`src/sv/wce_pkg.sv`:
```
package wce_pkg;

  localparam int SAMPLE_BITS   = 16;
  localparam int MAX_COLUMNS   = 4096;
  localparam int SMP_CNT_BITS  = 32;
  localparam int COL_CNT_BITS  = 13;
  localparam int COL_IDX_BITS  = 12;
  localparam int PIX_BITS      = 16;
  localparam int Y_BITS        = 18;
  localparam int CFG_DATA_BITS = 32;
  localparam int CFG_IDX_BITS  = 2;

  // divider iteration counter, natural column tracker, signed edge distance
  localparam int DIV_CNT_BITS  = $clog2(COL_CNT_BITS + 1);
  localparam int NAT_BITS      = COL_CNT_BITS + 1;
  localparam int DIFF_BITS     = SMP_CNT_BITS + 2;
  localparam int PROD_BITS     = SAMPLE_BITS + PIX_BITS + 1;
  localparam int ROUND_BIAS    = 1 << (SAMPLE_BITS - 2);

  localparam logic [SMP_CNT_BITS-1:0] RESET_SAMPLES = SMP_CNT_BITS'(4096);
  localparam logic [COL_CNT_BITS-1:0] RESET_COLUMNS = COL_CNT_BITS'(512);
  localparam logic [COL_CNT_BITS-1:0] COLUMNS_LIMIT = COL_CNT_BITS'(MAX_COLUMNS);

  typedef logic [CFG_IDX_BITS-1:0] cfg_idx_t;

  localparam cfg_idx_t REG_SAMPLE_COUNT = 2'd0;
  localparam cfg_idx_t REG_COLUMN_COUNT = 2'd1;
  localparam cfg_idx_t REG_CENTER_Y     = 2'd2;
  localparam cfg_idx_t REG_HALF_HEIGHT  = 2'd3;

  typedef logic signed [SAMPLE_BITS-1:0] sample_t;
  typedef logic signed [Y_BITS-1:0]      ypix_t;

  localparam sample_t SAMPLE_POS_FULL = {1'b0, {(SAMPLE_BITS-1){1'b1}}};
  localparam sample_t SAMPLE_NEG_FULL = {1'b1, {(SAMPLE_BITS-1){1'b0}}};

  typedef enum logic [1:0] {
    ST_START,
    ST_DIV,
    ST_INIT,
    ST_RUN
  } wce_state_e;

endpackage

```
`src/sv/wce_div.sv`:
```
module wce_div (
  input  logic                              clk_i,
  input  logic                              rst_ni,
  input  logic                              start_i,
  input  logic [wce_pkg::COL_CNT_BITS-1:0]  dividend_i,
  input  logic [wce_pkg::SMP_CNT_BITS-1:0]  divisor_i,
  output logic                              done_o,
  output logic [wce_pkg::COL_CNT_BITS-1:0]  quot_o,
  output logic [wce_pkg::COL_CNT_BITS-1:0]  rem_o
);
  import wce_pkg::*;

  // restoring division, one quotient bit per cycle
  logic                    busy_q, busy_d;
  logic [DIV_CNT_BITS-1:0] cnt_q, cnt_d;
  logic [COL_CNT_BITS-1:0] quo_q, quo_d;
  logic [COL_CNT_BITS-1:0] rem_q, rem_d;
  logic [COL_CNT_BITS:0]   trial;
  logic                    fits;

  assign trial = {rem_q, quo_q[COL_CNT_BITS-1]};
  assign fits  = SMP_CNT_BITS'(trial) >= divisor_i;

  always_comb begin
    busy_d = busy_q;
    cnt_d  = cnt_q;
    quo_d  = quo_q;
    rem_d  = rem_q;
    if (start_i) begin
      busy_d = 1'b1;
      cnt_d  = DIV_CNT_BITS'(COL_CNT_BITS);
      quo_d  = dividend_i;
      rem_d  = '0;
    end else if (busy_q) begin
      // divisor fits below the trial value, so its low bits are enough
      rem_d  = fits ? COL_CNT_BITS'(trial - divisor_i[COL_CNT_BITS:0])
                    : trial[COL_CNT_BITS-1:0];
      quo_d  = {quo_q[COL_CNT_BITS-2:0], fits};
      cnt_d  = cnt_q - DIV_CNT_BITS'(1);
      busy_d = (cnt_q != DIV_CNT_BITS'(1));
    end
  end

  always_ff @(posedge clk_i or negedge rst_ni) begin
    if (!rst_ni) begin
      busy_q <= 1'b0;
      cnt_q  <= '0;
    end else begin
      busy_q <= busy_d;
      cnt_q  <= cnt_d;
    end
  end

  always_ff @(posedge clk_i) begin
    quo_q <= quo_d;
    rem_q <= rem_d;
  end

  // last iteration runs this cycle; results settle at the next edge
  assign done_o = busy_q && (cnt_q == DIV_CNT_BITS'(1));
  assign quot_o = quo_q;
  assign rem_o  = rem_q;

endmodule

```
`config.mk`:
```
export PLATFORM = sky130hd
export DESIGN_NAME = wce_div
export DESIGN_NICKNAME = d
export VERILOG_FILES = /design/src/sv/wce_pkg.sv /design/src/sv/wce_div.sv
export SDC_FILE = /design/constraint.sdc
export NUM_CORES = 1
export LEC_CHECK = 0
export BUFFER_PORTS_ARGS = -buffer_cell sky130_fd_sc_hd__buf_2
export CAP_MARGIN = 40
export CORE_ASPECT_RATIO = 1.2
export CORE_MARGIN = 2
export CORE_UTILIZATION = 30
export CTS_CLUSTER_SIZE = 12
export DETAILED_ROUTE_END_ITERATION = 16
export MAX_ROUTING_LAYER = met4
export PLACE_DENSITY_LB_ADDON = 0.15
export SYNTH_ARGS = -nofsm -noshare
export SYNTH_HDL_FRONTEND = slang
export SYNTH_SLANG_ARGS = --single-unit
```
`constraint.sdc`:
```
create_clock -name clk_i -period 2.6 [get_ports clk_i]
set_clock_uncertainty 0.1 [all_clocks]
set_input_delay 0 -clock clk_i [delete_from_list [all_inputs] [get_ports clk_i]]
set_output_delay 0 -clock clk_i [all_outputs]
set_load 0.05 [all_outputs]
```
==> results_dict.tcl, run 1 <==
set metrics [dict create \
    floorplan.core_area_um2 7230 \
    synthesis.area_um2 2230 \
    hold_path_depth 4 \
    final_layout_size_suffix_gt1_share_pct 35.0 \
    crit_family "compound AO/OA/AOI/OAI gates" \
    htreeDepth 2 \
    drt_iter0_drc 126 \
    overflow 0 \
    switching_share_pct 30.3 \
    setup_viol 0 \
    p_sw_mw 0.434 \
    synth_cells 247 \
    postCtsSetupRepairBufs 0 \
    crit_type "register to register" \
    hpwl_um 5020 \
    synth_area_leaders "edfxtp_1, dfxtp_1, ha_1" \
    grt_max_degree 23 \
    tns_ns 0 \
    final_antenna_net_count 0 \
    power-per-cell-area_nw_per_um2 471 \
    cap_violations 0 \
    place.gp.congestion 0.882 \
    rows 34 \
    finalHoldViolCount 0 \
    nets 407 \
    drv_slew 0 \
    peakVddDrop_mv 0.208 \
    wl_per_cell_um 15.5 \
    clock_power_share_pct 35.2 \
    dr.pass1.iters 4 \
    ios 75 \
    grt_pass1_vias 2267 \
    power.total_mw 1.43 \
    r2r_setup_slack_ns 0.19 \
    endpoint "rem_o[7]" \
    worstMarginPinSlew_ns 0.569 \
    clock_sinks 31 \
    p_leak_nw 1.38 \
    clk_pin_slew_ns 0.07 \
    arrival_ns 2.49 \
    rsz0062_at_grt "no" \
    area_growth_pct 36.1 \
    cp-start-kind "register" \
    die_h_um 98.5 \
    fmax_mhz 415 \
    cts_buffers 5 \
    synth_ff_type "edfxtp_1" \
    worst_setup_path_end_kind "register" \
    reg2regPathDepth 7 \
    synth_compound_area_share_pct 19.0 \
    cts_tree "built" \
    cts-root-buf "clkbuf_8" \
    synth_cell_types 51 \
    dp_cells 409 \
    slowest_stage "o211a_2" \
    synthArstFlopShare_pct 16.1 \
    dieArea_um2 8150 \
    status "finished, final reports clean" \
    yosys.area_share.simple_pct 21.0 \
    pwr-share-seq_pct 39.5 \
    period_needed_ns 2.41 \
    worst_slack_ns 0.188 \
    diodes 0 \
    muxShareOfSynthArea_pct 7.46 \
    synth_edf_count 13 \
    synth_top_area_share_pct 17.5 \
    die_w_um 82.7 \
    postSynthAreaPerCell_um2 9.03 \
    crit_required_ns 2.67 \
    synthAdderAreaFrac_pct 9.87 \
    ys_seq_area_share_pct 34.8 \
    syn_nets 312 \
    synth_top_area_cell "edfxtp_1" \
    yosysWarnings 0 \
    fill_cells 767 \
    p_comb_share_pct 25.3 \
    path_max_fanout 8 \
    crit_start "rem_o[8]" \
    synth_top_family_by_area "simple AND/OR/NAND/NOR gates" \
    grt_pass1_wl_um 10700 \
    instances_no_fill 433 \
    via_per_inst 5.20 \
    antenna_found_initial 0 \
    clockBufferDepth 2 \
    max_stage_delay_ns 0.38 \
    cp_num_cells 7 \
    routed_wl_um 6690 \
    grtUsageTotal_pct 17.6 \
    r2r-end "rem_o[7]" \
    dp_slack_ns 0.190 \
    r2r_start "rem_o[8]" \
    hp-class "input pin to register" \
    drc 0 \
    clk_latency_ns 0.28 \
    finalCritPeriodShare_pct 92.8 \
    via_count 2253 \
    synth-seq-cells 31 \
    crit_path_cell_trace "ha_1, a211oi_1, nor3b_1, o31ai_1, o211a_2, nor2_2, o311ai_0" \
    path_buf_inv 0 \
    internal_power_mw 0.997 \
    initial_core_util_pct 30.8 \
    synth_xor_area_share_pct 2.36 \
    slew_headroom_pct 61.7 \
    port_buffers 74 \
]
sequential cells by signal, summed over array words and instances, names as in the netlist:
register and flops:
cnt_q 4, busy_q 1, quot_o 13, rem_o 13
worst reg2reg max path: stages, from the launching register on:
cell and delay, ns:
dfxtp_1 0.34, ha_1 0.37, a211oi_1 0.27, nor3b_1 0.10, o31ai_1 0.32, o211a_2 0.38
nor2_2 0.12, o311ai_0 0.31
cell families (layout without fill, tap and decap cells):
| kind of cell | after synthesis | in the layout |
|---|---|---|
| and+or+nand+nor | 84 | 84 |
| AOI/OAI and AO/OA | 63 | 63 |
| DFF | 31 | 31 |
| buffers and inverters | 31 | 127 |
| adders and majority gates | 17 | 17 |
| muxes | 15 | 15 |
| xor gates and xnor gates | 6 | 6 |
power groups by stage:
stage / clock network, mW / logic [mW] / registers (mW)
floorplan: 0 / 0.152 / 0.664
global placement: 0 / 0.343 / 0.575
detailed placement: 0 / 0.343 / 0.576
CTS: 0.518 / 0.363 / 0.565
global route: 0.531 / 0.392 / 0.571
finish: 0.503 / 0.362 / 0.565
timing repair:
item | CTS | global route
hold buffers | 16 | 0
endpoints found under the hold margin | 20 | 0
endpoints found under the setup margin | 0 | 3
gates resized for setup | 0 | 2
routing by layer:
metal,share of wire [%],track usage [%]
met1,41,21.6
met4,2.6,6.05
met5,0,-
met2,52,29.2
met3,4.3,2.47
through the flow:
step                      hold slack [ns]  util [%]  instance area [um^2]
final                               0.158      42.0                  3040
after floorplan                    -0.396         -                  2260
after detailed placement           -0.275      38.1                  2760
after global routing                0.168      42.0                  3040
after global placement             -0.274      38.1                  2760
after CTS                           0.148      42.0                  3040
layout make-up:
cell class,count,area [um^2],area share (%)
sequential,31,776,25.5
timing repair buffer,97,583,19.2
multi-input combinational,185,1370,45.0
inverter,22,82.6,2.72
tap,90,113,3.71
clock buffer,6,82.6,2.72
clock inverter,2,35.0,1.15
worst min-delay path by stage:
stage               slack (ns)       end         start
floorplan                -0.40    busy_q        rst_ni
global placement         -0.27  cnt_q[3]        rst_ni
detailed placement       -0.28  cnt_q[3]        rst_ni
CTS                       0.15  rem_o[0]  divisor_i[0]
global route              0.17  rem_o[0]  divisor_i[0]
finish                    0.16  rem_o[0]  divisor_i[0]
synth_stat cells (all sizes together), types with 4 or more instances:
cell,count
ha,16
o21ai,8
inv,21
xnor2,6
a21oi,19
a31oi,4
dfrtp,5
mux2,13
dfxtp,13
o2111ai,4
nor4,4
edfxtp,13
and3,7
nand4,6
nand3,16
nand2b,5
o211ai,7
clkbuf,6
nand2,18
nor2,15
cell usage in the layout, fill, tap and decap left out, types with 5 or more instances in the layout:
cell type,count
a21oi_1,18
o211ai_1,7
buf_2,74
clkbuf_8,6
edfxtp_1,13
inv_1,21
dfrtp_1,5
nand2_1,18
xnor2_1,6
nor2_1,14
o21ai_0,6
dfxtp_1,13
nand4_1,5
buf_4,7
mux2_2,13
dlygate4sd3_1,16
ha_1,15
nand3_1,16
Power figures use the tool's default switching activity.
==> run 2: changes to the inputs <==
- CTS_BUF_LIST: not set -> sky130_fd_sc_hd__clkbuf_16
- clock period: 2.6 -> 2 ns (I/O delays scaled with it)
==> run 2 against run 1 <==
The flow now finishes with violations (setup timing). Total power increased by 40%. Global-route usage increased by 1.1 points. Clock-buffer cell count decreased by 1. First-iteration DRC count decreased by 24%.
==> results_dict.tcl, run 2 (synthesized netlist as in run 1, its figures left out) <==
set metrics [dict create \
    use_met3_pct 2.66 \
    crit_family "compound AO/OA/AOI/OAI gates" \
    via_count 2417 \
    final_antenna_net_count 0 \
    htreeDepth 2 \
    holdPathEnd "quot_o[10]" \
    die_w_um 82.7 \
    max_stage_delay_ns 0.34 \
    final_cell_mix "buf_2, buf_4, inv_1" \
    status "finished, violations left" \
    final_util_pct 47.3 \
    grt_busiest_layer "met2" \
    whs_ns 0.0349 \
    cts_tree "built" \
    setup_viol 14 \
    routed_wl_um 6910 \
    fill_cells 735 \
    crit_path_cell_trace "inv_1, ha_2, fa_2, nand2b_4, a21oi_4, o21ai_2, o211ai_1, buf_4, nand4_1, a311oi_1" \
    rows 34 \
    ios 75 \
    failed_checks "setup timing" \
    hpwl_um 5240 \
    cts_buffers 5 \
    diodes 0 \
    arrival_ns 2.36 \
    drc 0 \
    clk_latency_ns 0.27 \
    nets 451 \
    crit_type "register to register" \
    dr.pass1.iters 4 \
    drv_slew 0 \
    cap_violations 0 \
    r2r-end "rem_o[2]" \
    clock_sinks 31 \
    grtUsageMet2_pct 32.3 \
    slowest_stage "edfxtp_1" \
    finalHoldViolCount 0 \
    fmax_mhz 439 \
    clockBufferDepth 2 \
    dp_slack_ns -0.303 \
    r2r_setup_slack_ns -0.28 \
    rsz0062_at_grt "yes" \
    period_needed_ns 2.28 \
    slew_headroom_pct 63.7 \
    initial_core_util_pct 30.8 \
    seq_area_um2 777 \
    tns_ns -2.70 \
    area_growth_pct 53.2 \
    power-per-cell-area_nw_per_um2 587 \
    drt_iter0_drc 96 \
    hold_path_depth 2 \
    via_per_inst 5.07 \
    use_met1_pct 22.1 \
    crit_required_ns 2.09 \
    dieArea_um2 8150 \
    cp-start-kind "register" \
    reg2regPathDepth 10 \
    min-delay-start "start_i" \
    placed_cell_area_um2 3060 \
    grtUsageTotal_pct 18.7 \
    place.gp.congestion 0.898 \
    grt_pass1_wl_um 11500 \
    antenna_found_initial 0 \
    p_leak_nw 1.61 \
    grt_pass1_vias 2446 \
    wl_per_cell_um 14.5 \
    floorplan.core_area_um2 7230 \
    instances_no_fill 477 \
    final_layout_size_suffix_gt1_share_pct 43.2 \
    port_buffers 74 \
    finish.instance_area_um2 3420 \
    die_h_um 98.5 \
    path_buf_inv 2 \
    final_common_cell "buf_2" \
    overflow 0 \
    r2r_start "quot_o[12]" \
    worstMarginPinSlew_ns 0.539 \
    grt_max_degree 25 \
    power.total_mw 2.01 \
    worst_slack_ns -0.276 \
    finalCritPeriodShare_pct 114 \
    hp-class "input pin to register" \
    dp_cells 449 \
    multi_input_area_um2 1400 \
    worst_setup_path_end_kind "register" \
    path_max_fanout 5 \
    peakVddDrop_mv 0.559 \
    cts-root-buf "clkbuf_16" \
    clk_pin_slew_ns 0.05 \
]
-- run 2: timing repair --
| action | CTS | global route |
|---|---|---|
| pin swaps | 6 | 3 |
| cloned | 1 | 0 |
| gates resized for setup | 6 | 3 |
| endpoints found under the hold margin | 18 | 0 |
| buffers inserted | 3 | 2 |
| setup endpoints to repair | 14 | 14 |
| hold buffers | 15 | 0 |
-- run 2: worst max path at each step --
| stage | startpoint | end | slack (ns) | cells after the start |
|---|---|---|---|---|
| detailed placement | quot_o[12] | rem_o[2] | -0.30 | 10 |
| floorplan | quot_o[12] | rem_o[6] | -0.57 | 10 |
| finish | quot_o[12] | rem_o[2] | -0.28 | 10 |
| CTS | quot_o[12] | rem_o[2] | -0.23 | 10 |
| global placement | quot_o[12] | rem_o[2] | -0.24 | 10 |
| global route | quot_o[12] | rem_o[2] | -0.39 | 10 |
-- run 2: area by class of cell --
type                       count  share of cell area, %
inverter                      22                   2.42
sequential                    31                   22.7
tap                           90                   3.29
timing repair buffer         141                   26.6
clock inverter                 3                  0.439
multi-input combinational    185                   40.8
clock buffer                   5                   3.66
-- run 2: routing by layer --
layer  up-vias  share of wire (%)
li1       1202                  -
met2        52                 52
met3        10                3.4
met5         -                  0
met4         0                1.7
met1      1153                 42
-- run 2: where the power goes --
group	internal [mW]	leakage, nW	switching [mW]
sequential	0.706	0.297	0.0270
clock	0.452	0.0649	0.283
combinational	0.238	1.25	0.300
